### config.mk
export PLATFORM = sky130hd
export DESIGN_NAME = fpvc_pd
export DESIGN_NICKNAME = d
export VERILOG_FILES = /design/src/hw/rtl/fpvc_pkg.sv /design/src/hw/rtl/fpvc_pd.sv
export SDC_FILE = /design/constraint.sdc
export NUM_CORES = 2
export LEC_CHECK = 0
export BUFFER_PORTS_ARGS = -buffer_cell sky130_fd_sc_hd__buf_2
export CAP_MARGIN = 10
export CORE_MARGIN = 1.5
export CORE_UTILIZATION = 45
export DETAILED_ROUTE_END_ITERATION = 16
export PLACE_DENSITY = 0.72
export SETUP_SLACK_MARGIN = 0.5
export SYNTH_ARGS = -nofsm -noshare
export SYNTH_HDL_FRONTEND = slang
export SYNTH_SLANG_ARGS = --single-unit
### constraint.sdc
create_clock -name vclk -period 13.1
set_input_delay 1.965 -clock vclk [all_inputs]
set_output_delay 1.965 -clock vclk [all_outputs]
set_load 0.02 [all_outputs]
### src/hw/rtl/fpvc_pkg.sv
// shared types and constants for the pd velocity follower
package fpvc_pkg;

   localparam int DISTANCE_DEADBAND_DEF = 100;
   localparam int ANGLE_DEADBAND_DEF    = 1000;
   localparam int GAIN_FRAC_BITS_DEF    = 16;

   localparam int GAIN_W  = 24;
   localparam int DIST_W  = 16;
   localparam int LIM_W   = 15;
   localparam int CMD_W   = 16;
   localparam int TERM_W  = 18;                  // error and difference inputs of a pd term
   localparam int ADDR_W  = 5;
   localparam int DATA_W  = 32;

   typedef enum logic [2:0] {
      REG_DEPTH_PROP  = 3'd0,
      REG_DEPTH_DIFF  = 3'd1,
      REG_ANGLE_PROP  = 3'd2,
      REG_ANGLE_DIFF  = 3'd3,
      REG_MAX_CHASE   = 3'd4,
      REG_MIN_CHASE   = 3'd5,
      REG_MAX_LINEAR  = 3'd6,
      REG_MAX_ANGULAR = 3'd7
   } reg_index_type;

   localparam logic OP_POSE = 1'b0;
   localparam logic OP_MODE = 1'b1;

   typedef struct packed {
      logic signed [GAIN_W-1:0] depth_prop_gain;
      logic signed [GAIN_W-1:0] depth_diff_gain;
      logic signed [GAIN_W-1:0] angle_prop_gain;
      logic signed [GAIN_W-1:0] angle_diff_gain;
      logic [DIST_W-1:0]        max_chase_mm;
      logic [DIST_W-1:0]        min_chase_mm;
      logic [LIM_W-1:0]         max_linear;
      logic [LIM_W-1:0]         max_angular;
   } cfg_type;

   // one item between the error stage and the pd stage
   typedef struct packed {
      logic                     zero;
      logic signed [16:0]       dist_err;
      logic signed [17:0]       dist_diff;
      logic signed [15:0]       ang_err;
      logic signed [16:0]       ang_diff;
   } job_type;

endpackage

### src/hw/rtl/fpvc_pd.sv
// one pd channel: two products, rounding to nearest and the symmetric clamp
module fpvc_pd import fpvc_pkg::*; #(
   parameter int GAIN_FRAC_BITS = GAIN_FRAC_BITS_DEF
) (
   input  logic signed [TERM_W-1:0] err,
   input  logic signed [TERM_W-1:0] diff,
   input  logic signed [GAIN_W-1:0] kp,
   input  logic signed [GAIN_W-1:0] kd,
   input  logic [LIM_W-1:0]         lim,
   input  logic                     zero,
   output logic signed [CMD_W-1:0]  cmd
);

   localparam int SUM_W = GAIN_W + TERM_W + 1;
   localparam logic signed [SUM_W-1:0] HALF = SUM_W'(1) <<< (GAIN_FRAC_BITS - 1);

   logic signed [SUM_W-2:0] p_term, d_term;
   logic signed [SUM_W-1:0] sum, q;
   logic signed [SUM_W-1:0] lim_pos, lim_neg;

   assign p_term  = kp * err;
   assign d_term  = kd * diff;
   assign sum     = SUM_W'(p_term) + SUM_W'(d_term) + HALF;
   assign q       = sum >>> GAIN_FRAC_BITS;
   assign lim_pos = $signed({{(SUM_W-LIM_W){1'b0}}, lim});
   assign lim_neg = -lim_pos;

   always_comb begin
      if (zero) begin
         cmd = '0;
      end else if (q > lim_pos) begin
         cmd = lim_pos[CMD_W-1:0];
      end else if (q < lim_neg) begin
         cmd = lim_neg[CMD_W-1:0];
      end else begin
         cmd = q[CMD_W-1:0];
      end
   end

endmodule

# Word level (Yosys, flattened, before mapping)

Index checks and enable logic that the tools add are counted.

Latch bits: 0
Register bits after elaboration: 0
Memories: 0
ROM bits: 0
Word-level logic and storage cells: 10
Output and inout port bits: 16
Memory bits (writable): 0

Equality and inequality tests: 0
Bitwise logic cells: 0
Multiplexer cells: 3
Multiply operators: 2
Reductions and logical operators: 0
Shift operators: 0
Add/sub/neg operators: 3
Divide/modulo/power cells: 0
Magnitude comparators: 2

Operator list:

| operator               | count |
|---|---|
| $mul 24x18->42         | 2 |
| $mux 16                | 3 |
| $add 42x42->43         | 1 |
| $add 43x17->43 const B | 1 |
| $lt 27x43->1           | 1 |
| $neg 15->43            | 1 |
| $gt 27x16->1           | 1 |

# Logic depth before layout (Yosys ltp)

Word-level depth: 7
Depth in mapped cells: 45

# Worst setup path after synthesis

Ideal clock, no wire load.

Path type: input to output
Start: in kp[11]
End: out cmd[11]
Required time: 11.135 ns
Setup slack: -0.809 ns
Stages on the path: 44
Arrival: 11.944 ns
Cells stage by stage: clkbuf_1 > clkbuf_1 > nand2_1 > fa_1 > inv_1 > fa_1 > inv_1 > fa_1 > inv_1 > fa_1 > inv_1 > fa_1 > inv_1 > fa_1 > fa_1 > inv_1 > fa_1 > inv_1 > (+8 left out) > a21oi_1 > nor2_1 > clkbuf_1 > inv_1 > ha_1 > a21o_1 > a21o_1 > a211oi_1 > o21bai_1 > a21oi_1 > o41ai_1 > o2bb2ai_1 > a211o_1 > buf_2 > clkbuf_1 > nor2_1 > a21oi_1 > o32ai_1

Word-level cells in the longest chain between the ends: 7
Elaborated cells on any way between the ends: 8
Classes of those cells: 2 x add/sub; 1 x mul; 2 x order compare; 3 x mux

Ends and longest elaborated chain:

| element          | RTL line      | source |
|---|---|---|
| from (decl)      | fpvc_pd.sv:7  | `input logic signed [GAIN_W-1:0] kp,` |
| $mul 24x18->42 * | fpvc_pd.sv:21 | `assign p_term = kp * err;` |
| $add 42x42->43 * | fpvc_pd.sv:23 | `assign sum = SUM_W'(p_term) + SUM_W'(d_term) + HALF;` |
| $add 43x17->43 * | fpvc_pd.sv:23 |  |
| $lt 27x43->1     | fpvc_pd.sv:33 | `end else if (q < lim_neg) begin` |
| $mux 16          | fpvc_pd.sv:33 |  |
| $mux 16 *        | fpvc_pd.sv:31 | `end else if (q > lim_pos) begin` |
| $mux 16 *        | fpvc_pd.sv:29 | `if (zero) begin` |
| to (decl)        | fpvc_pd.sv:11 | `output logic signed [CMD_W-1:0] cmd` |

Mark *: on every way between the ends. The rest lies on a longest branch, timed or not.

# Worst setup path after layout

Start: in kp[9]
End: out cmd[10]

The elaborated chain is that of the path after synthesis.

==> summary.md <==
| Metric | Value |
|---|---|
| Status | complete, but fails checks |
| Failing checks | negative setup slack |
| Worst hold margin | ~4.4 ns |
| WP data arrival | ~11 ns |
| Iteration-0 DRC Markers | 1,311 |
| Hold Buf Count CTS | 0 |
| Max Clk Rate | approximately 75 MHz |
| Setup ws final | -0.245 ns |
| Layout cell share with drive strength beyond 1 | roughly 17% |
| Initial Util | approximately 46% |
| Vias in the first global route | between 20,000 and 30,000 |
| Slew @ Worst Pin | ~0.92 ns |
| Warnings from Yosys | 0 |
| FP Rows | between 90 and 100 |
| Fin. max-slew vios | 0 |
| WL/cell | approximately 18 um |
| Share of the synthesized area in the top cell type | between 50 and 60% |
| Final setup vio count | 15 |
| Met2 Usage GRT | 47.2% |
| GRT Util Overall | between 20% and 30% |
| Routing usage on met3 | under 10% |
| FF+latch area | 0 sq um |
| Hold Crit Class | primary input to output port |
| Synth area leader | fa_1 |
| Antenna violations before repair | 1 |
| Post-DP Area | roughly 0.037 sq mm |
| Final std cell area, no fill | 0.0383 sq mm |
| Number of diodes | 0 |
| Hold path cells | 4 |
| Synth cell types | between 60 and 70 |
| DRC viols | 0 |
| Crit Path Class | primary input to output port |
| Fillcell total | roughly 6,500 |
| Max Cap Viol | 0 |
| Fin crit share | 102% |
| Routability Congestion | ~0.94 |
| CP peak stage delay | between 0.6 and 0.7 ns |
| Die area | around 0.074 sq mm |
| I/O Buffers | between 100 and 150 |
| CP most frequent cell | fa_1 |
| Crit-path max FO | 10 |
| Fin crit period | 13.35 ns |
| Global-route wire length before repair | roughly 150 mm |
| Largest cells by area after synthesis | fa_1 57%, inv_1 11%, ha_1 8.0%, nand2_1 6.4%, and2_1 5.8% |
| Setup TNS | -2.38 ns |
| DIE HEIGHT | roughly 270 um |
| Worst setup EP type | output port |
| Met1 usage | approximately 30% |
| Seq Cell Count | 0 |
| Syn Std Cell Area | 0.0326 sq mm |
| Area delta synth->final | 17.4% |
| Largest net degree at the start of global routing | 32 |
| Most frequent cells in the layout | 941 x inv_1, 909 x fa_1, 551 x nand2_1, 408 x buf_4, 297 x and2_1 |
| Net Count, Synth | 4,844 |
| Setup WS pre-CTS | -0.630 ns |
| Via count | 24,900 |
| Final Hold Fails | 0 |
| Final wirelength | 88.2 mm |
| GRT Residual Overflow | 0 |
| Commonest non-fill, non-tap cell in the layout | inv_1 |
| Slowest stage cell, crit path | fa_1 |
| Antenna viol nets, final | 0 |
| Gr busiest metal | met2 |
| Sequential share of the synthesized area | 0% |
| Drt first pass iters | 5 |
| Core Area | around 0.07 sq mm |
| IO Pins | between 100 and 150 |
| Mapped Cells | 3,603 |
| Dpl hpwl | just under 80 mm |
| Worst rel slew slack | between 30% and 40% |
| CP startpoint kind | primary input |
| Via/cell ratio | roughly 5 |
| CP required | around 11 ns |
| Synth Area per Inst | a little over 9 sq um |
| CLK BUF | 0 |
| Final net count | ~5,200 |
| DIE WIDTH | 272 um |
| RSZ-0062 raised after global routing | yes |
## final cells by class
class / instances / area, sq um / area share [%]
Inverter: 958 / 3600 / 9.39
Multi-Input combinational cell: 2475 / 29300 / 76.5
Tap cell: 950 / 1190 / 3.10
Timing Repair Buffer: 524 / 4230 / 11.0
## synth_stat cells (3+ instances only)
cell,count
inv_1,957
fa_1,932
nand2_1,560
and2_1,304
ha_1,209
clkbuf_1,163
nor2_1,64
a21oi_1,57
xnor2_1,42
o21ai_0,31
a21o_1,29
nand2b_1,27
nand4_1,19
nand3_1,16
nor3_1,16
xor2_1,13
or3_1,12
o32ai_1,11
nor4_1,9
o21a_1,9
nand3b_1,8
and3_1,7
o21bai_1,7
a211oi_1,6
nor2b_1,6
o211ai_1,6
buf_2,5
nand4b_1,5
a31oi_1,4
o221ai_1,4
a2111oi_2,3
a311oi_1,3
and4_1,3
buf_6,3
mux2i_1,3
o2111ai_1,3
o211a_1,3
o31ai_1,3
o31ai_2,3
or4_1,3
## what timing repair did
action,in CTS,in global routing
setup buffers,24,8
pin swaps,43,44
endpoints found under the setup margin,16,16
gates resized for setup,184,55
cloned,3,1
## metrics by stage
step           util (%)  cells
6_report           53.5   4907
5_1_grt            53.5   4907
4_1_cts            53.1   4898
3_5_place_dp       51.7   4871
3_3_place_gp       51.7   4871
2_1_floorplan         -   3603
## critical path: cells and delay by family
| family | cells | cell delay [ns] |
|---|---|---|
| AND/OR/NAND/NOR | 5 | 0.74 |
| AO/OA/AOI/OAI | 16 | 2.76 |
| buffers and inverters | 10 | 1.27 |
| adder cells (fa/ha/maj) | 10 | 4.61 |
## per-layer routing
metal / routed length [um] / up-vias
li1: - / 11100
met4: 3860 / 0
met5: 0 / -
met1: 32800 / 12900
met2: 47900 / 760
met3: 3690 / 183
## path summary, 6_finish.rpt
check,from,end,slack [ns]
setup / recovery,kp[9],cmd[10],-0.25
hold / removal,lim[14],cmd[14],4.37
## cells by family after synthesis
kind of cell	share of synthesized area [%]
buffers and inverters	13.1
and+or+nand+nor	15.7
xor gates and xnor gates	1.48
AOI/OAI and AO/OA	4.45
muxes	0.127
adders and majority gates	65.2
Power is left out: the tool's default activity adds up to more than one toggle a clock period on the data nets, which glitch-free logic cannot reach.
