[src/hw/rtl/fpvc_pkg.sv]
// shared types and constants for the pd velocity follower
package fpvc_pkg;

   localparam int DISTANCE_DEADBAND_DEF = 100;
   localparam int ANGLE_DEADBAND_DEF    = 1000;
   localparam int GAIN_FRAC_BITS_DEF    = 16;

   localparam int GAIN_W  = 24;
   localparam int DIST_W  = 16;
   localparam int LIM_W   = 15;
   localparam int CMD_W   = 16;
   localparam int TERM_W  = 18;                  // error and difference inputs of a pd term
   localparam int ADDR_W  = 5;
   localparam int DATA_W  = 32;

   typedef enum logic [2:0] {
      REG_DEPTH_PROP  = 3'd0,
      REG_DEPTH_DIFF  = 3'd1,
      REG_ANGLE_PROP  = 3'd2,
      REG_ANGLE_DIFF  = 3'd3,
      REG_MAX_CHASE   = 3'd4,
      REG_MIN_CHASE   = 3'd5,
      REG_MAX_LINEAR  = 3'd6,
      REG_MAX_ANGULAR = 3'd7
   } reg_index_type;

   localparam logic OP_POSE = 1'b0;
   localparam logic OP_MODE = 1'b1;

   typedef struct packed {
      logic signed [GAIN_W-1:0] depth_prop_gain;
      logic signed [GAIN_W-1:0] depth_diff_gain;
      logic signed [GAIN_W-1:0] angle_prop_gain;
      logic signed [GAIN_W-1:0] angle_diff_gain;
      logic [DIST_W-1:0]        max_chase_mm;
      logic [DIST_W-1:0]        min_chase_mm;
      logic [LIM_W-1:0]         max_linear;
      logic [LIM_W-1:0]         max_angular;
   } cfg_type;

   // one item between the error stage and the pd stage
   typedef struct packed {
      logic                     zero;
      logic signed [16:0]       dist_err;
      logic signed [17:0]       dist_diff;
      logic signed [15:0]       ang_err;
      logic signed [16:0]       ang_diff;
   } job_type;

endpackage

[src/hw/rtl/fpvc_front.sv]
// pose store, error forming with deadband, last-error state and the stage register
module fpvc_front import fpvc_pkg::*; #(
   parameter int DISTANCE_DEADBAND = DISTANCE_DEADBAND_DEF,
   parameter int ANGLE_DEADBAND    = ANGLE_DEADBAND_DEF
) (
   input  logic               clock,
   input  logic               reset,
   input  logic               in_fire,
   input  logic               op,
   input  logic [DIST_W-1:0]  target_distance,
   input  logic signed [15:0] target_bearing,
   input  logic               follow_mode,
   input  logic               advance,
   input  cfg_type            cfg,
   output logic               job_valid,
   output job_type            job
);

   localparam logic [16:0] DIST_DB  = 17'(DISTANCE_DEADBAND);
   localparam logic [15:0] ANGLE_DB = 16'(ANGLE_DEADBAND);

   logic [DIST_W-1:0]  dist_ff, dist_in;
   logic signed [15:0] bear_ff, bear_in;
   logic signed [16:0] last_de_ff, last_de_in;
   logic signed [15:0] last_ae_ff, last_ae_in;
   logic               following_ff, following_in;
   logic               valid_ff, valid_in;
   job_type            job_ff, job_in;

   logic signed [16:0] de_raw, de;
   logic [16:0]        de_mag;
   logic signed [16:0] ae_neg;
   logic signed [15:0] ae_sat, ae;
   logic [15:0]        ae_mag;
   logic               follow_ev, leave_ev;

   assign de_raw = $signed({1'b0, dist_ff}) - $signed({1'b0, cfg.min_chase_mm});
   assign de_mag = de_raw[16] ? 17'(-de_raw) : de_raw;
   assign de     = (de_mag < DIST_DB) ? '0 : de_raw;

   // negated bearing saturates only for the most negative code
   assign ae_neg = -$signed({bear_ff[15], bear_ff});
   assign ae_sat = (ae_neg > 17'sd32767) ? 16'sd32767 : ae_neg[15:0];
   assign ae_mag = ae_sat[15] ? 16'(-ae_sat) : ae_sat;
   assign ae     = (ae_mag < ANGLE_DB) ? '0 : ae_sat;

   assign follow_ev = in_fire && (op == OP_MODE) && follow_mode;
   assign leave_ev  = in_fire && (op == OP_MODE) && !follow_mode && following_ff;

   always_comb begin
      dist_in      = dist_ff;
      bear_in      = bear_ff;
      last_de_in   = last_de_ff;
      last_ae_in   = last_ae_ff;
      following_in = following_ff;
      valid_in     = valid_ff && !advance;
      job_in       = job_ff;
      if (in_fire && (op == OP_POSE)) begin
         dist_in = target_distance;
         bear_in = target_bearing;
      end
      if (follow_ev) begin
         last_de_in       = de;
         last_ae_in       = ae;
         following_in     = 1'b1;
         valid_in         = 1'b1;
         job_in.zero      = dist_ff > cfg.max_chase_mm;
         job_in.dist_err  = de;
         job_in.dist_diff = {de[16], de} - {last_de_ff[16], last_de_ff};
         job_in.ang_err   = ae;
         job_in.ang_diff  = {ae[15], ae} - {last_ae_ff[15], last_ae_ff};
      end else if (leave_ev) begin
         following_in = 1'b0;
         valid_in     = 1'b1;
         job_in.zero  = 1'b1;
      end
   end

   always_ff @(posedge clock) begin
      if (reset) begin
         dist_ff      <= '0;
         bear_ff      <= '0;
         last_de_ff   <= '0;
         last_ae_ff   <= '0;
         following_ff <= 1'b0;
         valid_ff     <= 1'b0;
      end else begin
         dist_ff      <= dist_in;
         bear_ff      <= bear_in;
         last_de_ff   <= last_de_in;
         last_ae_ff   <= last_ae_in;
         following_ff <= following_in;
         valid_ff     <= valid_in;
      end
   end

   always_ff @(posedge clock) begin
      job_ff <= job_in;
   end

   assign job_valid = valid_ff;
   assign job       = job_ff;

endmodule

[config.mk]
export PLATFORM = sky130hd
export DESIGN_NAME = fpvc_front
export DESIGN_NICKNAME = d
export VERILOG_FILES = /design/src/hw/rtl/fpvc_pkg.sv /design/src/hw/rtl/fpvc_front.sv
export SDC_FILE = /design/constraint.sdc
export NUM_CORES = 1
export LEC_CHECK = 0
export BUFFER_PORTS_ARGS = -buffer_cell sky130_fd_sc_hd__buf_2
export CORE_UTILIZATION = 48
export DETAILED_ROUTE_END_ITERATION = 12
export PLACE_DENSITY = 0.76
export RECOVER_POWER = 25
export SYNTH_ARGS = -nofsm -noshare
export SYNTH_HDL_FRONTEND = slang
export SYNTH_SLANG_ARGS = --single-unit
[constraint.sdc]
create_clock -name clock -period 17.94 [get_ports clock]
set_input_delay 1.794 -clock clock [delete_from_list [all_inputs] [get_ports clock]]
set_output_delay 1.794 -clock clock [all_outputs]
set_load 0.02 [all_outputs]
======== Word level (Yosys, flattened, before mapping) ========
Index checks and enable logic that the tools add are counted.
storage, ports and cells
  bits in registers ....................... 136
  output and inout port bits .............. 70
  input bits .............................. 196
cells by class
  multiplexer cells ....................... 11
  $add $sub $neg .......................... 6
  bitwise logic cells ..................... 1
  $lt $le $gt $ge ......................... 4
  reduce and logical (&&, ||, !) cells .... 9
operators by type and width
  cell                                                                             number
  16-bit two-way mux                                                               3
  17-bit two-way mux                                                               2
  16-bit by 16-bit subtractor with 17-bit output                                   2
  17-bit by 17-bit subtractor with 18-bit output                                   1
  17-bit by 16-bit > comparator with 1-bit output (second input constant)          1
  17-bit by 7-bit less-than comparator with 1-bit output (second input constant)   1
  16-bit negation with 17-bit output                                               1
  17-bit negation                                                                  1
  16-bit > comparator                                                              1
  16-bit by 10-bit less-than comparator with 1-bit output (second input constant)  1
  16-bit negation                                                                  1
  1-bit logical AND                                                                6
  1-bit two-way mux                                                                6
  1-bit zero test                                                                  2
  2-bit nonzero test                                                               1
  1-bit NOT                                                                        1

======== Logic depth before layout (Yosys ltp) ========
  word-level depth ........................ 8
  mapped depth ............................ 27
  mapped depth without buffers ............ 25

======== Worst setup path after synthesis ========
No wires, ideal clock.
  kind .................................... in2reg
  start ................................... input port cfg[30] in the netlist's numbering
  end ..................................... register job_ff (netlist bit job[49]), data pin
  setup time .............................. 0.277 ns
  stages on the path ...................... 23
  data arrival time ....................... 7.131 ns
  path buffers ............................ 1
  setup slack ............................. 10.532 ns
  path through ............................ ha_1 -> fa_1 -> nand2b_1 -> a21o_1 -> a311oi_2 -> nand2_1 -> or3_4 -> nor4_1 -> a21oi_1 -> mux2i_1 -> a2111oi_4 -> buf_4 -> nor2_1 -> ha_1 -> nand2b_1 -> a21boi_0 -> o21ai_0 -> nand2_1 -> a31o_2 -> a41o_1 -> o41ai_1 -> o211a_1 -> o311ai_0
on the way
  word-level cells in the longest chain between the ends .. 6
RTL lines
  element                                                 line              source
  from (decl)                                             fpvc_front.sv:14  input cfg_type cfg,
  16-bit by 16-bit subtractor with 17-bit output *        fpvc_front.sv:37  assign de_raw = $signed({1'b0, dist_ff}) - $signed({1'b0, cfg.min_chase_mm});
  17-bit negation                                         fpvc_front.sv:38  assign de_mag = de_raw[16] ? 17'(-de_raw) : de_raw;
  17-bit two-way mux                                      fpvc_front.sv:38
  17-bit by 7-bit less-than comparator with 1-bit output  fpvc_front.sv:39  assign de = (de_mag < DIST_DB) ? '0 : de_raw;
  17-bit two-way mux *                                    fpvc_front.sv:39
  net de[2]                                               fpvc_front.sv:30  logic signed [16:0] de_raw, de;
  17-bit by 17-bit subtractor with 18-bit output *        fpvc_front.sv:69  job_in.dist_diff = {de[16], de} - {last_de_ff[16], last_de_ff};
  to (signal assigned)                                    fpvc_front.sv:98  job_ff <= job_in;
  to (decl)                                               fpvc_front.sv:28  job_type job_ff, job_in;
The timed path passes the listed nets; every way through them passes the cells marked *.
A chain may end at the register's enable or synchronous reset.

======== Worst setup path in the final report ========
  start ................................... input port cfg[30] in the netlist's numbering
  end ..................................... register job_ff (netlist bit job[49]), data pin
on the way
  word-level cells in the longest chain between the ends .. 6
RTL lines
  element                                                 line
  16-bit by 16-bit subtractor with 17-bit output *        fpvc_front.sv:37
  17-bit negation                                         fpvc_front.sv:38
  17-bit two-way mux                                      fpvc_front.sv:38
  17-bit by 7-bit less-than comparator with 1-bit output  fpvc_front.sv:39
  17-bit two-way mux *                                    fpvc_front.sv:39
  17-bit by 17-bit subtractor with 18-bit output *        fpvc_front.sv:69
Every way passes the cells marked *; elsewhere a longest branch is shown, timed or not.

==> results <==
- The worst register-to-register path begins at bear_ff[0]$_SDFFE_PP0P_.
- The wire length after detailed routing is around 19,000 microns.
- The hold-fix buffer count after cts is 0.
- Setup violations remaining at the end of the flow were counted as 0.
- The maximum clock frequency is approximately 0.12 GHz.
- The number of flops mapped to enable cells by yosys is slightly below 70.
- Prior to clock tree synthesis, the placed netlist has a worst setup slack of around 9.6 ns.
- The post-detailed-placement half-perimeter wirelength is roughly 14,000 microns.
- The sum of internal, switching and leakage power is between 1 and 1.5 mW.
- After clock tree synthesis, the repair step resized 0 gates.
- The clock tree synthesis step divided the H-tree into 4 levels.
- In this design, the stage delay of the slowest critical-path cell is 0.58 ns.
- The share of the yosys chip area belonging to registers is 0.400.
- The Yosys step of the flow raised 0 warnings.
- The number of nets in the synthesized netlist is approximately 1,200.
- In this run the power density over the cells is 106 nW/um^2.
- Subtracting the final worst setup slack from the clock period gives 8.05 ns.
- In this run the critical register-to-register path is captured at job[14]$_DFFE_PP_.
- The via count is 7,142.
- In this run the number of cells on the critical path is 25.
- The number of max-slew violations in the final report came to about 110.
- The count of port buffers added during placement is approximately 140.
- The initial utilization of the core area, before any placement, comes to 0.493.
- The tree built by TritonCTS fans out to 136 sinks.
- The global-route wire length before repair is 31,100 microns.
- The area share of the largest cell type after synthesis is 0.243.
- Across the run, the number of max-cap violations was 2.
- The worst hold margin is around 0.45 ns.
- The number of buffers inserted during clock tree synthesis is 17.
- The final setup TNS is 0 ns.
- In this run the worst setup path begins at cfg[30].
- The measured slew at the worst slew-check pin is 3.20 ns.
- The number of antenna diodes in the final layout is 0.
- The most used flip-flop cell after synthesis is sky130_fd_sc_hd__edfxtp_1.
- Following the worst setup path forward leads to its endpoint at job[49]$_DFFE_PP_.
- Dividing the detail-routed via count by the number of cells gives around 5.4.
- The congestion estimate from routability-driven global placement came to ~0.87.
- The signal arrival time at the worst endpoint is 8.20 ns.
- By count the netlist is led by 120 x sky130_fd_sc_hd__nand2_1, 93 x sky130_fd_sc_hd__inv_1, 80 x sky130_fd_sc_hd__nor2_1, 70 x sky130_fd_sc_hd__a21oi_1, 69 x sky130_fd_sc_hd__edfxtp_1.
- The number of placed cells counting well taps is 1,287.
- The wire length per cell is ~14 microns.
- sky130_fd_sc_hd__nand2_1 is the most common cell in the netlist.
- The register clock-pin slew on the reported worst setup and hold paths is ~0.060 ns.
- The clock skew after layout is ~0.0090 ns.
- The floorplan step defined a core boundary enclosing around 17,000 sq um.
- The horizontal die dimension is 135 microns.
- The first TritonRoute pass finished after 5 iterations.
- The first-iteration detailed-routing DRC count is roughly 440.
- Clock latency on the worst-skew pair, taken at its later pin, is about 0.42 ns.
- Dividing the final minimum period by the clock period gives 0.449.
- Measured on the finished design, the core utilization comes to 0.572.
- The number of antenna violations at the first check in global routing came to 0.
- From synthesis to final layout, the design area changed by 16.0%.
- The tightest min-delay check is of the register to register type.
- In this run the tightest slew margin relative to its limit is -1.13.
- The floorplan step set the die height to roughly 140 microns.
- The maximum number of buffers from clock root to sink is 2.
- The count of buffer and inverter cells on the critical path is 2.
- The analysis attributes to cell leakage a power of 3.99 nW.
- The register-to-register setup slack is 10.90 ns.
- Across the whole layout, storage elements account for ~3400 sq um.
- Setup repair after global routing left no endpoint under its margin.
- The element type at the critical path start is a primary input.
- The worst vdd rail ir drop is roughly 0.065 mV.
- The number of setup buffers added after CTS is 0.
- The fraction of synthesis flops using an asynchronous set or reset pin is 0.
- The number of primary I/O pins is about 270.
- The biggest fanout along the worst timing path is 36.
- Summing all placed instances gives a cell area of 9340 sq um.
- The detail route stage leaves a number of antenna-violating nets equal to 0.
- The maximum number of pins on one net before global-route repair is 74.
- In the global route stage, overall resource usage came out at 0.213.
- STA classifies the critical path endpoint as a register.
- The slowest stage of the critical path is the sky130_fd_sc_hd__o41ai_1 cell.
- The number of non-filler instances in the completed layout is ~1,300.
- The clock tree root buffer cell is sky130_fd_sc_hd__clkbuf_16.
- The mean area per synthesized cell is about 8.8 sq um.
- The final cell area excluding filler cells is just under 10,000 sq um.
- The filler cells instantiated in the layout total 1,583.
- Summed over all instances, the cell type with the most area after synthesis is sky130_fd_sc_hd__edfxtp_1.
- The die covers 18,300 sq um.
- The site row count is 48.
- In this run, synthesis produced a sequential element count of 136.
- The TritonCTS clock tree is done.
- The total global routing overflow is 0.
- The cell area after synthesis is ~8500 sq um.
- Synthesis produced around 960 cells.
- The critical path in this run is classified as primary input to register.
- In this run, distinct cell masters in the synthesized netlist total 77.
- The final number of hold-violating endpoints is 0.
- By area the synthesized netlist is led by sky130_fd_sc_hd__edfxtp_1 24%, sky130_fd_sc_hd__dfxtp_1 16%, sky130_fd_sc_hd__ha_1 9.8%.
- The path depth of the worst reg2reg path is 22.
- The via count of the first global-routing pass is 6,358.
- The final reports fail on max-capacitance violations, max-slew violations.
- The area of combinational cells with multiple inputs is around 4600 sq um.
- STA puts the critical path data required time at about 18 ns.
- The flow ran to the end, but the final reports show violations.
- For this run, the post-layout net count is ~1,300.
- Grouping stages by cell kind, the critical path spends the most delay in compound AO/OA/AOI/OAI gates.
- The number of design rule violations left after detail routing is 0.
- Of the cells placed in the final design, the portion with a size suffix greater than 1 is 0.122.
- Across all setup checks in the final design, the least slack found is approximately 9.9 ns.
-- metal layers --
layer | global-route usage | vias to the layer above | wire length [microns]
met3 | 0.0460 | 25 | 1170
met4 | 0.0637 | 0 | 265
met2 | 0.301 | 239 | 7570
li1 | - | 3664 | -
met1 | 0.320 | 3214 | 9850
met5 | 0 | - | 0
-- final cells by class --
| cell class | instances | share of cell area |
|---|---|---|
| clock inverter | 13 | 0.0196 |
| inverter | 94 | 0.0357 |
| sequential | 136 | 0.345 |
| tap | 225 | 0.0285 |
| multi-input combinational | 691 | 0.463 |
| clock buffer | 19 | 0.0438 |
| timing repair buffer | 141 | 0.0648 |
-- layout by cell type (no fill, tap or decap), types with 10 or more instances in the layout --
master and n:
sky130_fd_sc_hd__nand2_1 120, sky130_fd_sc_hd__inv_1 93, sky130_fd_sc_hd__buf_2 83, sky130_fd_sc_hd__nor2_1 79
sky130_fd_sc_hd__a21oi_1 70, sky130_fd_sc_hd__edfxtp_1 69, sky130_fd_sc_hd__ha_1 67, sky130_fd_sc_hd__dfxtp_1 67
sky130_fd_sc_hd__clkbuf_1 58, sky130_fd_sc_hd__xnor2_1 37, sky130_fd_sc_hd__o21ai_0 30, sky130_fd_sc_hd__o31ai_1 22
sky130_fd_sc_hd__nand3_1 19, sky130_fd_sc_hd__nand2b_1 17, sky130_fd_sc_hd__clkbuf_16 17, sky130_fd_sc_hd__nor3_1 16
sky130_fd_sc_hd__xor2_1 15, sky130_fd_sc_hd__nor4_1 13, sky130_fd_sc_hd__and2_1 12, sky130_fd_sc_hd__nor2b_1 10
-- how the worst min path moves through the flow --
stage | start | to | slack (ns) | depth (start not counted)
floorplan | last_de_ff[10]$_SDFFE_PP0P_ | last_de_ff[10]$_SDFFE_PP0P_ | 0.43 | 2
global placement | last_de_ff[3]$_SDFFE_PP0P_ | last_de_ff[3]$_SDFFE_PP0P_ | 0.43 | 2
detailed placement | last_de_ff[10]$_SDFFE_PP0P_ | last_de_ff[10]$_SDFFE_PP0P_ | 0.44 | 2
CTS | last_de_ff[3]$_SDFFE_PP0P_ | last_de_ff[3]$_SDFFE_PP0P_ | 0.45 | 2
global route | last_de_ff[3]$_SDFFE_PP0P_ | last_de_ff[3]$_SDFFE_PP0P_ | 0.48 | 2
finish | last_de_ff[3]$_SDFFE_PP0P_ | last_de_ff[3]$_SDFFE_PP0P_ | 0.45 | 2
-- cells by family after synthesis --
family                     share of synthesized area
adders and majority gates                      0.105
and+or+nand+nor                                0.184
DFF                                            0.400
AOI/OAI and AO/OA                              0.188
xor gates and xnor gates                      0.0534
muxes                                        0.00499
buffers and inverters                         0.0635
-- flip-flops by register name, indices dropped and copies added (netlist names) --
register / cells
job: 69
last_de_ff: 17
bear_ff: 16
dist_ff: 16
last_ae_ff: 16
following_ff: 1
job_valid: 1
-- worst reg2reg max path, cell delays in order (launching register included) --
cell,delay (ns)
sky130_fd_sc_hd__dfxtp_1,0.40
sky130_fd_sc_hd__inv_1,0.16
sky130_fd_sc_hd__ha_1,0.44
sky130_fd_sc_hd__nand2_1,0.14
sky130_fd_sc_hd__or3_1,0.38
sky130_fd_sc_hd__xnor2_1,0.43
sky130_fd_sc_hd__nor4_1,0.15
sky130_fd_sc_hd__a41oi_2,0.40
sky130_fd_sc_hd__nand2b_1,0.18
sky130_fd_sc_hd__o31ai_1,0.59
sky130_fd_sc_hd__nand3_1,0.82
sky130_fd_sc_hd__and2_1,0.44
sky130_fd_sc_hd__ha_1,0.32
sky130_fd_sc_hd__nor2b_1,0.14
sky130_fd_sc_hd__o21ai_0,0.24
sky130_fd_sc_hd__a21boi_1,0.13
sky130_fd_sc_hd__o21ai_0,0.18
sky130_fd_sc_hd__nand2b_1,0.11
sky130_fd_sc_hd__a31oi_1,0.33
sky130_fd_sc_hd__o21ai_1,0.18
sky130_fd_sc_hd__o41a_1,0.37
sky130_fd_sc_hd__a21oi_1,0.20
sky130_fd_sc_hd__xnor2_1,0.09
-- where the power goes --
part	switching, mW	total (mW)	leakage [nW]	internal [mW]
sequential	0.00961	0.371	1.18	0.362
combinational	0.183	0.305	2.51	0.122
clock	0.140	0.375	0.304	0.235
Note: power is estimated with default switching activity, not from simulation.
