File: config.mk
export PLATFORM = sky130hd
export DESIGN_NAME = fpvc_csr
export DESIGN_NICKNAME = d
export VERILOG_FILES = /design/src/hw/rtl/fpvc_pkg.sv /design/src/hw/rtl/fpvc_csr.sv
export SDC_FILE = /design/constraint.sdc
export NUM_CORES = 1
export LEC_CHECK = 0
export ABC_CLOCK_PERIOD_IN_PS = 1650
export BUFFER_PORTS_ARGS = -buffer_cell sky130_fd_sc_hd__clkbuf_2
export CAP_MARGIN = 20
export CORE_AREA = 2 2 136 138
export DETAILED_ROUTE_END_ITERATION = 10
export DIE_AREA = 0 0 138 140
export GPL_TIMING_DRIVEN = 1
export PLACE_DENSITY = 0.67
export SYNTH_ARGS = -nofsm -noshare
export SYNTH_HDL_FRONTEND = slang
export SYNTH_SLANG_ARGS = --single-unit
export TNS_END_PERCENT = 50
File: constraint.sdc
create_clock -name clock -period 1.65 [get_ports clock]
set_input_delay 0.0825 -clock clock [delete_from_list [all_inputs] [get_ports clock]]
set_output_delay 0.0825 -clock clock [all_outputs]
set_load 0.1 [all_outputs]
File: src/hw/rtl/fpvc_pkg.sv
// shared types and constants for the pd velocity follower
package fpvc_pkg;

   localparam int DISTANCE_DEADBAND_DEF = 100;
   localparam int ANGLE_DEADBAND_DEF    = 1000;
   localparam int GAIN_FRAC_BITS_DEF    = 16;

   localparam int GAIN_W  = 24;
   localparam int DIST_W  = 16;
   localparam int LIM_W   = 15;
   localparam int CMD_W   = 16;
   localparam int TERM_W  = 18;                  // error and difference inputs of a pd term
   localparam int ADDR_W  = 5;
   localparam int DATA_W  = 32;

   typedef enum logic [2:0] {
      REG_DEPTH_PROP  = 3'd0,
      REG_DEPTH_DIFF  = 3'd1,
      REG_ANGLE_PROP  = 3'd2,
      REG_ANGLE_DIFF  = 3'd3,
      REG_MAX_CHASE   = 3'd4,
      REG_MIN_CHASE   = 3'd5,
      REG_MAX_LINEAR  = 3'd6,
      REG_MAX_ANGULAR = 3'd7
   } reg_index_type;

   localparam logic OP_POSE = 1'b0;
   localparam logic OP_MODE = 1'b1;

   typedef struct packed {
      logic signed [GAIN_W-1:0] depth_prop_gain;
      logic signed [GAIN_W-1:0] depth_diff_gain;
      logic signed [GAIN_W-1:0] angle_prop_gain;
      logic signed [GAIN_W-1:0] angle_diff_gain;
      logic [DIST_W-1:0]        max_chase_mm;
      logic [DIST_W-1:0]        min_chase_mm;
      logic [LIM_W-1:0]         max_linear;
      logic [LIM_W-1:0]         max_angular;
   } cfg_type;

   // one item between the error stage and the pd stage
   typedef struct packed {
      logic                     zero;
      logic signed [16:0]       dist_err;
      logic signed [17:0]       dist_diff;
      logic signed [15:0]       ang_err;
      logic signed [16:0]       ang_diff;
   } job_type;

endpackage

File: src/hw/rtl/fpvc_csr.sv
// configuration registers behind the apb-style port
module fpvc_csr import fpvc_pkg::*; (
   input  logic              clock,
   input  logic              reset,
   input  logic              csr_psel,
   input  logic              csr_penable,
   input  logic              csr_pwrite,
   input  logic [ADDR_W-1:0] csr_paddr,
   input  logic [DATA_W-1:0] csr_pwdata,
   output logic [DATA_W-1:0] csr_prdata,
   output logic              csr_pready,
   output cfg_type           cfg
);

   cfg_type       cfg_ff;
   cfg_type       cfg_in;
   reg_index_type idx;
   logic          wr_en;

   assign idx        = reg_index_type'(csr_paddr[ADDR_W-1:2]);
   assign csr_pready = 1'b1;
   assign wr_en      = csr_psel && csr_penable && csr_pwrite;
   assign cfg        = cfg_ff;

   always_comb begin
      cfg_in = cfg_ff;
      if (wr_en) begin
         case (idx)
            REG_DEPTH_PROP:  cfg_in.depth_prop_gain = csr_pwdata[GAIN_W-1:0];
            REG_DEPTH_DIFF:  cfg_in.depth_diff_gain = csr_pwdata[GAIN_W-1:0];
            REG_ANGLE_PROP:  cfg_in.angle_prop_gain = csr_pwdata[GAIN_W-1:0];
            REG_ANGLE_DIFF:  cfg_in.angle_diff_gain = csr_pwdata[GAIN_W-1:0];
            REG_MAX_CHASE:   cfg_in.max_chase_mm    = csr_pwdata[DIST_W-1:0];
            REG_MIN_CHASE:   cfg_in.min_chase_mm    = csr_pwdata[DIST_W-1:0];
            REG_MAX_LINEAR:  cfg_in.max_linear      = csr_pwdata[LIM_W-1:0];
            REG_MAX_ANGULAR: cfg_in.max_angular     = csr_pwdata[LIM_W-1:0];
            default:         cfg_in = cfg_ff;
         endcase
      end
   end

   always_comb begin
      case (idx)
         REG_DEPTH_PROP:  csr_prdata = {8'd0, cfg_ff.depth_prop_gain};
         REG_DEPTH_DIFF:  csr_prdata = {8'd0, cfg_ff.depth_diff_gain};
         REG_ANGLE_PROP:  csr_prdata = {8'd0, cfg_ff.angle_prop_gain};
         REG_ANGLE_DIFF:  csr_prdata = {8'd0, cfg_ff.angle_diff_gain};
         REG_MAX_CHASE:   csr_prdata = {16'd0, cfg_ff.max_chase_mm};
         REG_MIN_CHASE:   csr_prdata = {16'd0, cfg_ff.min_chase_mm};
         REG_MAX_LINEAR:  csr_prdata = {17'd0, cfg_ff.max_linear};
         REG_MAX_ANGULAR: csr_prdata = {17'd0, cfg_ff.max_angular};
         default:         csr_prdata = '0;
      endcase
   end

   always_ff @(posedge clock) begin
      if (reset) begin
         cfg_ff.depth_prop_gain <= 24'sd0;
         cfg_ff.depth_diff_gain <= 24'sd0;
         cfg_ff.angle_prop_gain <= 24'sd3277;
         cfg_ff.angle_diff_gain <= 24'sd12424;
         cfg_ff.max_chase_mm    <= 16'd3000;
         cfg_ff.min_chase_mm    <= 16'd1000;
         cfg_ff.max_linear      <= 15'd550;
         cfg_ff.max_angular     <= 15'd900;
      end else begin
         cfg_ff <= cfg_in;
      end
   end

endmodule

After elaboration in Yosys (flattened, before gate mapping)
Cells that the tools add are included.

Equal/unequal tests: 7. Muxes and demuxes: 1. Reductions and logical operators: 11.

Operators with widths (count): one-hot mux 32 bit (8 select lines) (1); AND reduction 2 bit (8); equality test 3 bit, second input constant (4); equality test 3 x 2 -> 1 bit, second input constant (2); equality test 3 x 1 -> 1 bit, second input constant (1); zero test 3 bit (1); logical AND 1 bit (2).

Bits in registers: 158. Bits of input ports: 42. Output and inout bits: 191. Logic and storage cells: 27.

Longest topological paths before layout
Gate-level depths: netlist of the first run.

Word-level depth: 3. Depth in mapped cells: 7. Mapped depth without buffers: 4.

Worst setup path after synthesis of the first run
No wires, ideal clock.

Path kind: register to output. Start: register cfg_ff (netlist bit cfg[45]). End: output csr_prdata[15]. Arrival: 2933 ps. Data required time: 1567 ps. Setup slack: -1366 ps. Stages on the path, launching flop included: 5. Buffers on the path: 0. Cell sequence: dfxtp_1 > nand2_1 > o2bb2ai_1 > nand2_1 > a31oi_1.

Longest elaborated chain between the ends: 1.

RTL lines: start: declaration (line fpvc_csr.sv:15) `cfg_type cfg_ff;`; start signal: assignment (line fpvc_csr.sv:67) `cfg_ff <= cfg_in;`; one-hot mux 32 bit (8 select lines) (line fpvc_csr.sv:43) `case (idx)`; end: declaration (line fpvc_csr.sv:10) `output logic [DATA_W-1:0] csr_prdata,`.

No other way between the ends. The select of a mux whose other input is x is not followed.

Worst setup path in the final report of the first run
Start: register cfg_ff (netlist bit cfg[38]). End: output csr_prdata[8].

The elaborated chain is that of the path after synthesis.

==> results.py, run 1 <==
metrics = {
    "routing": {
        "wl_um": 25000,
        "vias": 7090,
        "dr.pass1.iters": 5,
        "route.detailed.drc": 0,
        "vias_per_cell": 5.26,
        "drtIter0Drc": 612,
        "routedWlPerCell_um": 18.5,
        "ant_nets": 0,
    },
    "sta": {
        "hold_violations": 0,
        "relSlewSlack": 0.592,
        "worstMarginPinSlew_ns": 0.613,
        "rsz0062_at_grt": "true",
        "fin_crit_sh": 1.20,
        "final-max-slew-violation-count": 0,
        "setup_viol": 15,
        "finClkSkew_ns": 0,
        "setup_tns_ns": -3.71,
        "fin_ws_ns": -0.329,
        "clock.fmax_mhz": 505,
        "min_period_ns": 1.98,
    },
    "clock_tree": {
        "numCtsBuffers": 17,
        "htree_levels": 4,
        "worstSkewPairLatency_ns": 0.43,
        "cts_max_path_buffers": 2,
        "cts.sinks": 158,
        "clkSlewWorstSetupHoldPaths_ns": 0.06,
        "cts_tree": "yes",
        "root_buffer": "clkbuf_16",
    },
    "global_routing": {
        "grt_use_met3": 0.0680,
        "antenna_found_initial": 1,
        "gr-max-usage-layer": "met2",
        "met2_usage": 0.380,
        "grt_max_degree": 54,
        "grt_use_total": 0.253,
        "grt_pass1_vias": 6587,
        "grt_util_met1": 0.363,
        "grt-ovfl-total": 0,
        "grt_pass1_wl_um": 38600,
    },
    "setup_path": {
        "cp_slowest_cell": "dfxtp_4",
        "slowest_delay_ns": 0.34,
        "r2r_cells": 3,
        "crit_type": "reg -> out",
        "critPathLaunchType": "flop",
        "critPathArrivalTime_ns": 1.90,
        "crit_chain": "mux2_4 > a22o_1 > a221oi_2 > buf_4 > nor2_4 > buf_12",
        "cp_data_required_time_ns": 1.57,
        "critPathCaptureType": "primary output",
        "crit_fanout": 2,
    },
    "logic_synthesis": {
        "syn-cell-area_um2": 7060,
        "synth_ff_type": "dfxtp_1",
        "syn_avg_cell_area_um2": 7.92,
        "synth.distinct_cells": 29,
        "synth_edf_count": 0,
        "ys_seq_elements": 158,
        "ys_seq_area_frac": 0.448,
        "syn_inst": 891,
        "async_reset_ff_frac": 0,
        "ys_warn_count": 0,
    },
    "layout": {
        "mostFrequentLayoutCells": "nand2_1 (306), clkbuf_2 (188), a21oi_1 (127)",
        "drive_above_1_share": 0.470,
        "stdcell_count": 1348,
        "fin_util": 0.582,
        "largest_register_ffs": 158,
        "layout_commonest_cell": "nand2_1",
        "nets": 1147,
        "synthToLayoutAreaGrowth_pct": 46.5,
        "fillCellCount": 1605,
    },
    "pwr": {
        "power-per-cell-area_nw_per_um2": 878,
        "p_total_w": 0.00908,
        "ir_worst_vdd_mv": 0.822,
        "power_leakage_nw": 4.24,
    },
    "die": {
        "ioPinCount": 233,
        "die_h_um": 140,
        "die_w_um": 138,
        "initial_core_util": 0.397,
        "row_count": 49,
        "core_um2": 17800,
        "die_area_um2": 19300,
    },
    "place": {
        "dp_hpwl_um": 18000,
        "numPortBuffers": 213,
        "dp_cells": 1298,
        "dp_slack_ns": -0.138,
        "gp_congestion": 0.856,
    },
    "job": {
        "cap_viol_max_count": 0,
    },
    "run_status": {
        "violations": "negative setup slack",
        "outcome": "complete, but fails checks",
    },
    "min_path": {
        "hold_class": "in -> reg",
        "hold_path_depth": 3,
    },
}
-- cell type report --
| class | instances | area [µm²] | share of cell area |
|---|---|---|---|
| Sequential cell | 158 | 3480 | 0.336 |
| Timing Repair Buffer | 282 | 2150 | 0.208 |
| Inverter | 15 | 56.3 | 0.00544 |
| Tap cell | 229 | 287 | 0.0277 |
| Clock inverter | 15 | 139 | 0.0134 |
| Clock buffer | 17 | 425 | 0.0411 |
| Multi-Input combinational cell | 631 | 3810 | 0.368 |
| Antenna cell | 1 | 2.50 | 0.000242 |
-- synthesized netlist by cell type, types with 2 or more instances --
| master | number | area [µm²] |
|---|---|---|
| mux4_2 | 9 | 203 |
| a22o_1 | 14 | 123 |
| inv_1 | 15 | 56.3 |
| conb_1 | 2 | 7.51 |
| buf_6 | 5 | 56.3 |
| mux2i_1 | 15 | 150 |
| clkbuf_1 | 29 | 109 |
| nor3_2 | 2 | 20.0 |
| nor2b_1 | 10 | 62.6 |
| or3_1 | 3 | 18.8 |
| buf_2 | 42 | 210 |
| a21oi_1 | 128 | 641 |
| clkbuf_2 | 2 | 10.0 |
| dfxtp_1 | 158 | 3160 |
| a221oi_1 | 28 | 245 |
| a211o_1 | 8 | 70.1 |
| nand3b_1 | 25 | 188 |
| buf_4 | 16 | 120 |
| mux2_2 | 14 | 158 |
| nor2_1 | 46 | 173 |
| nand2_1 | 307 | 1150 |
| or2_2 | 6 | 37.5 |
-- layer usage --
metal	wire, µm	vias up	part of all wire
met2	11200	313	0.45
met5	0	-	0
met4	214	0	0.0086
met1	11400	3363	0.46
li1	-	3392	-
met3	2090	22	0.084
-- metrics by stage --
stage,area (µm²),hold slack [ns]
6_report,10300,0.00982
5_1_grt,10300,0.0262
4_1_cts,10300,0.00389
3_5_place_dp,9490,0.354
3_3_place_gp,9490,0.352
2_1_floorplan,7690,0.211
-- final timing paths --
check	startpoint	end	slack [ns]
setup / recovery	cfg[38]	csr_prdata[8]	-0.33
hold / removal	csr_pwdata[0]	cfg[46]	0.01
setup reg to reg	cfg[86]	cfg[86]	0.81
hold reg to reg	cfg[144]	cfg[144]	0.46
-- critical path: cells and delay by family (launching register included) --
| kind | cells | cell delay [ns] |
|---|---|---|
| flip-flops | 1 | 0.34 |
| multiplexers | 1 | 0.27 |
| AO/OA/AOI/OAI | 2 | 0.47 |
| buffers and inverters | 2 | 0.33 |
| AND/OR/NAND/NOR | 1 | 0.04 |
-- power breakdown --
| part | switching, W | total [W] | internal [W] |
|---|---|---|---|
| logic | 0.00106 | 0.00151 | 0.000449 |
| registers | 0.0000294 | 0.00379 | 0.00376 |
| clock network | 0.00169 | 0.00378 | 0.00209 |
-- logic make-up after synthesis --
kind of cell	after synthesis	synth area share
compound gates	181	0.156
buf+inv	109	0.0796
flops	158	0.448
mux	38	0.0723
other cells	2	0.00106
simple gates	403	0.243
-- timing repair --
action                     CTS  global route
hold buffers                11             0
setup endpoints to repair   15            20
gates resized for setup     12            12
pin swaps                    1             4
cloned                       0             0
hold endpoints to repair    47             0
buffers inserted             3             3
No activity file was read; power rests on OpenSTA's default activity.
==> run 2: changes to the inputs <==
PLACE_DENSITY = 0.69   (was 0.67)
==> run 2 against run 1 <==
Net effect:
- first-iteration DRC count is 19% lower
- via count is 0.71% higher
- critical path type unchanged
- the run still ends with negative setup slack left
- clock power is 1% lower
- setup slack better by 0.016 ns
- cell count is 0.45% higher
==> results.py, run 2 (same netlist as run 1, synthesis figures left out) <==
metrics = {
    "setup_path": {
        "critPathLaunchType": "flop",
        "crit_fanout": 3,
        "crit_type": "reg -> out",
        "r2r_cells": 3,
        "cp_data_required_time_ns": 1.57,
        "critPathCaptureType": "primary output",
        "critPathArrivalTime_ns": 1.88,
    },
    "pwr": {
        "combPwrFrac": 0.168,
        "power.share.clock": 0.413,
        "p_switching_w": 0.00280,
        "ir_worst_vdd_mv": 0.780,
        "intPower_w": 0.00626,
        "seq_power_share": 0.418,
        "p_total_w": 0.00906,
        "swShare": 0.309,
        "power-per-cell-area_nw_per_um2": 867,
        "power_leakage_nw": 4.31,
    },
    "die": {
        "row_count": 49,
        "initial_core_util": 0.397,
        "die_area_um2": 19300,
        "die_w_um": 138,
        "core_um2": 17800,
        "die_h_um": 140,
        "ioPinCount": 233,
    },
    "routing": {
        "route.detailed.drc": 0,
        "dr.pass1.iters": 5,
        "routedWlPerCell_um": 18.4,
        "wl_um": 24900,
        "vias": 7140,
        "vias_per_cell": 5.27,
        "drtIter0Drc": 493,
        "ant_nets": 0,
    },
    "layout": {
        "layout_commonest_cell": "nand2_1",
        "largest_register_ffs": 158,
        "mostFrequentLayoutCells": "nand2_1 (306), clkbuf_2 (188), a21oi_1 (127)",
        "drive_above_1_share": 0.472,
        "synthToLayoutAreaGrowth_pct": 47.9,
        "num_antenna_cells": 0,
        "nets": 1154,
        "stdcell_count": 1354,
    },
    "sta": {
        "worstMarginPinSlew_ns": 0.676,
        "fin_crit_sh": 1.19,
        "final-max-slew-violation-count": 0,
        "rsz0062_at_grt": "true",
        "fin_ws_ns": -0.313,
        "setup_viol": 15,
        "min_period_ns": 1.96,
        "relSlewSlack": 0.549,
        "finClkSkew_ns": 0,
        "clock.fmax_mhz": 509,
        "hold_violations": 0,
    },
    "run_status": {
        "violations": "negative setup slack",
        "outcome": "complete, but fails checks",
    },
    "min_path": {
        "hold_path_depth": 3,
        "hold_class": "in -> reg",
    },
    "place": {
        "gp_congestion": 0.842,
        "dp_hpwl_um": 17900,
        "dp_cells": 1301,
        "numPortBuffers": 213,
    },
    "clock_tree": {
        "htree_levels": 4,
        "cts_max_path_buffers": 2,
        "numCtsBuffers": 17,
        "root_buffer": "clkbuf_16",
        "cts_tree": "yes",
        "clkSlewWorstSetupHoldPaths_ns": 0.07,
        "cts.sinks": 158,
        "worstSkewPairLatency_ns": 0.43,
    },
    "job": {
        "cap_viol_max_count": 0,
    },
    "global_routing": {
        "grt_pass1_wl_um": 38400,
        "grt_max_degree": 60,
        "grt_use_total": 0.253,
        "grt-ovfl-total": 0,
        "grt_pass1_vias": 6523,
        "antenna_found_initial": 1,
    },
}
[run 2: cell types whose count changed in the layout (fill, tap and decap cells not counted), sizes merged]
cell	delta
bufinv	-1
inv	+4
dlygate4sd3	+2
diode	-1
clkinv	-3
buf	+5
clkbuf	+1
clkinvlp	-1
[run 2: per-stage QoR]
step                area (µm²)  setup TNS (ns)   util  setup slack, ns  hold WS [ns]
floorplan                 7690           -3.38      -           -0.282         0.211
global placement          9530          -0.406  0.536          -0.0712         0.344
detailed placement        9530          -0.921  0.536          -0.0643         0.348
CTS                      10300           -3.90  0.582           -0.342       0.00338
global route             10400           -4.65  0.587           -0.388        0.0214
finish                   10400           -3.59  0.587           -0.313        0.0231
[run 2: layout make-up]
type | count | area (µm²)
Fill cell | 1572 | 7330
Multi-Input combinational cell | 631 | 3840
Sequential cell | 158 | 3480
Timing Repair Buffer | 289 | 2230
Clock buffer | 18 | 450
Tap cell | 229 | 287
Clock inverter | 14 | 101
Inverter | 15 | 56.3
[run 2: repair_timing]
item	CTS	global route
resized for setup	17	12
pin swaps	8	18
hold endpoints to repair	49	0
buffers inserted	6	2
endpoints found under the setup margin	16	24
hold buffers	13	0
[run 2: final timing paths]
path / startpoint / endpoint / slack (ns)
hold / removal: csr_pwdata[0] / cfg[110] / 0.02
hold reg to reg: cfg[85] / cfg[85] / 0.46
setup / recovery: cfg[38] / csr_prdata[8] / -0.31
setup reg to reg: cfg[86] / cfg[86] / 0.81
[run 2: critical path, cell delays in order, from the launching register on]
cell and delay, ns:
dfxtp_4 0.34, mux2_4 0.28, a22o_1 0.19, a221oi_2 0.27, buf_4 0.17, nor2_4 0.04, buf_12 0.16
[run 2: power groups by stage]
stage / Sequential, W / Clock (W) / Combinational (W)
floorplan: 0.00411 / 0 / 0.000785
finish: 0.00379 / 0.00374 / 0.00153
detailed placement: 0.00388 / 0 / 0.00146
global route: 0.00379 / 0.00396 / 0.00158
global placement: 0.00388 / 0 / 0.00145
CTS: 0.00379 / 0.00380 / 0.00151
[run 2: per-layer routing]
metal / routed length [µm] / track usage
met1: 11000 / 0.348
met2: 11200 / 0.386
met3: 2200 / 0.0725
met4: 463 / 0.0757
met5: 17 / 0
==> run 3: changes to the inputs <==
CELL_PAD_IN_SITES_DETAIL_PLACEMENT = 1   (was not set)
CELL_PAD_IN_SITES_GLOBAL_PLACEMENT = 1   (was not set)
CORE_AREA = 3 3 145 147   (was 2 2 136 138)
DIE_AREA = 0 0 148 150   (was 0 0 138 140)
PLACE_DENSITY = 0.82   (was 0.69)
==> run 3 against run 2 <==
Net effect:
- non-clock buffer count decreased by 4
- cell count rose by 2.7%
- sequential power about the same
- count of clock-buffer cells in the layout increased by 3
- first-iteration DRC count down 5.1%
- the run still ends with negative setup slack left
- sequential share of layout area fell by 0.22 points
- clock power increased by 13%
- via count is 3.3% higher
- wire length increased by 21%
- highest routed layer is now met4
==> results.py, run 3 (same netlist as run 1, synthesis figures left out) <==
metrics = {
    "run_status": {
        "outcome": "complete, but fails checks",
        "violations": "negative setup slack",
    },
    "routing": {
        "wl_um": 30200,
        "dr.pass1.iters": 5,
        "ant_nets": 0,
        "routedWlPerCell_um": 21.7,
        "vias_per_cell": 5.30,
        "vias": 7375,
        "route.detailed.drc": 0,
        "drtIter0Drc": 468,
    },
    "sta": {
        "final-max-slew-violation-count": 0,
        "relSlewSlack": 0.594,
        "finClkSkew_ns": 0,
        "clock.fmax_mhz": 505,
        "fin_ws_ns": -0.331,
        "hold_violations": 0,
        "rsz0062_at_grt": "true",
        "setup_viol": 15,
        "fin_crit_sh": 1.20,
        "setup_tns_ns": -3.79,
        "min_period_ns": 1.98,
        "worstMarginPinSlew_ns": 0.611,
    },
    "pwr": {
        "power_leakage_nw": 4.31,
        "p_total_w": 0.00957,
        "ir_worst_vdd_mv": 0.635,
        "power-per-cell-area_nw_per_um2": 909,
    },
    "global_routing": {
        "grt_use_total": 0.268,
        "grt_max_degree": 62,
        "antenna_found_initial": 0,
        "grt_pass1_wl_um": 46000,
        "grt-ovfl-total": 0,
        "grt_pass1_vias": 7767,
    },
    "setup_path": {
        "cp_slowest_cell": "dfxtp_4",
        "crit_fanout": 2,
        "crit_type": "reg -> out",
        "cp_data_required_time_ns": 1.57,
        "critPathLaunch": "cfg[13]",
        "rr_startpoint": "cfg[13]",
        "critPathArrivalTime_ns": 1.90,
        "crit_chain": "mux2_4 > a22o_1 > a221oi_2 > buf_4 > nor2_4 > buf_12",
        "slowest_delay_ns": 0.36,
        "critPathLaunchType": "flop",
        "critPathCaptureType": "primary output",
        "rrSetupSlack_ns": 0.75,
    },
    "clock_tree": {
        "root_buffer": "clkbuf_16",
        "numCtsBuffers": 17,
        "worstSkewPairLatency_ns": 0.43,
        "cts_max_path_buffers": 2,
        "cts.sinks": 158,
        "cts_tree": "yes",
        "htree_levels": 4,
        "clkSlewWorstSetupHoldPaths_ns": 0.07,
    },
    "die": {
        "ioPinCount": 233,
        "initial_core_util": 0.352,
        "die_w_um": 148,
        "core_um2": 20000,
        "row_count": 52,
        "die_area_um2": 22200,
        "die_h_um": 150,
    },
    "place": {
        "gp_congestion": 0.897,
        "dp_hpwl_um": 20700,
        "numPortBuffers": 213,
        "dpl_cell_area_um2": 9560,
        "dp_slack_ns": -0.0637,
    },
    "layout": {
        "largest_register_ffs": 158,
        "mostFrequentLayoutCells": "nand2_1 (306), clkbuf_2 (188), a21oi_1 (127)",
        "layout_commonest_cell": "nand2_1",
        "num_antenna_cells": 0,
        "synthToLayoutAreaGrowth_pct": 49.0,
        "drive_above_1_share": 0.471,
        "nets": 1150,
        "final_cell_area_um2": 10500,
    },
    "min_path": {
        "hold_class": "in -> reg",
        "worstHoldStart": "csr_pwdata[3]",
    },
    "job": {
        "cap_viol_max_count": 0,
    },
}
==> run 3: cell types whose count changed in the layout (fill, tap and decap cells not counted), sizes merged <==
cell	change
buf	-1
bufinv	+3
clkbuf	+3
clkinv	-2
clkinvlp	-1
dlygate4sd3	-3
inv	-3
==> run 3: area by class of cell <==
type / count / area [µm²]
Tap cell: 270 / 338
Clock inverter: 11 / 149
Multi-Input combinational cell: 631 / 3820
Clock buffer: 21 / 482
Fill cell: 2356 / 9520
Timing Repair Buffer: 285 / 2190
Inverter: 15 / 56.3
Sequential cell: 158 / 3480
==> run 3: timing repair <==
action	CTS	global route
setup buffers	9	1
hold endpoints to repair	40	0
resized for setup	16	10
pin swaps	8	12
hold buffers	10	0
gates cloned	0	0
setup endpoints to repair	16	24
==> run 3: layer usage <==
metal  routed length (µm)  up-vias  global-route usage  share of wire
li1                     -     3384                   -              -
met1                12800     3653               0.343           0.42
met2                14300      286               0.439           0.47
met3                 2450       52              0.0781          0.081
met4                  657        0              0.0841          0.022
met5                    0        -                   0              0
==> run 3: path summary, 6_finish.rpt <==
kind         cells after the start        endpoint
min                              3         cfg[18]
max                              6  csr_prdata[13]
max reg2reg                      3         cfg[13]
min reg2reg                      2        cfg[105]
==> run 3: power breakdown <==
| part | internal (W) | switching, W | leakage, nW | total, W |
|---|---|---|---|---|
| logic | 0.000448 | 0.00109 | 2.66 | 0.00154 |
| registers | 0.00376 | 0.0000307 | 1.33 | 0.00379 |
| clock network | 0.00257 | 0.00167 | 0.310 | 0.00424 |
==> run 3: worst max-delay path, delay by kind of cell, from the launching register on <==
kind	cells	cell delay (ns)
flip-flops	1	0.36
buffers and inverters	2	0.33
multiplexers	1	0.28
AND/OR/NAND/NOR	1	0.04
AO/OA/AOI/OAI	2	0.45
==> run 3: per-stage QoR <==
stage	instances	util	hold slack [ns]
global route	1391	0.525	0.0139
CTS	1390	0.521	0.000439
global placement	1339	0.477	0.349
floorplan	898	-	0.211
finish	1391	0.525	0.0133
detailed placement	1339	0.477	0.350
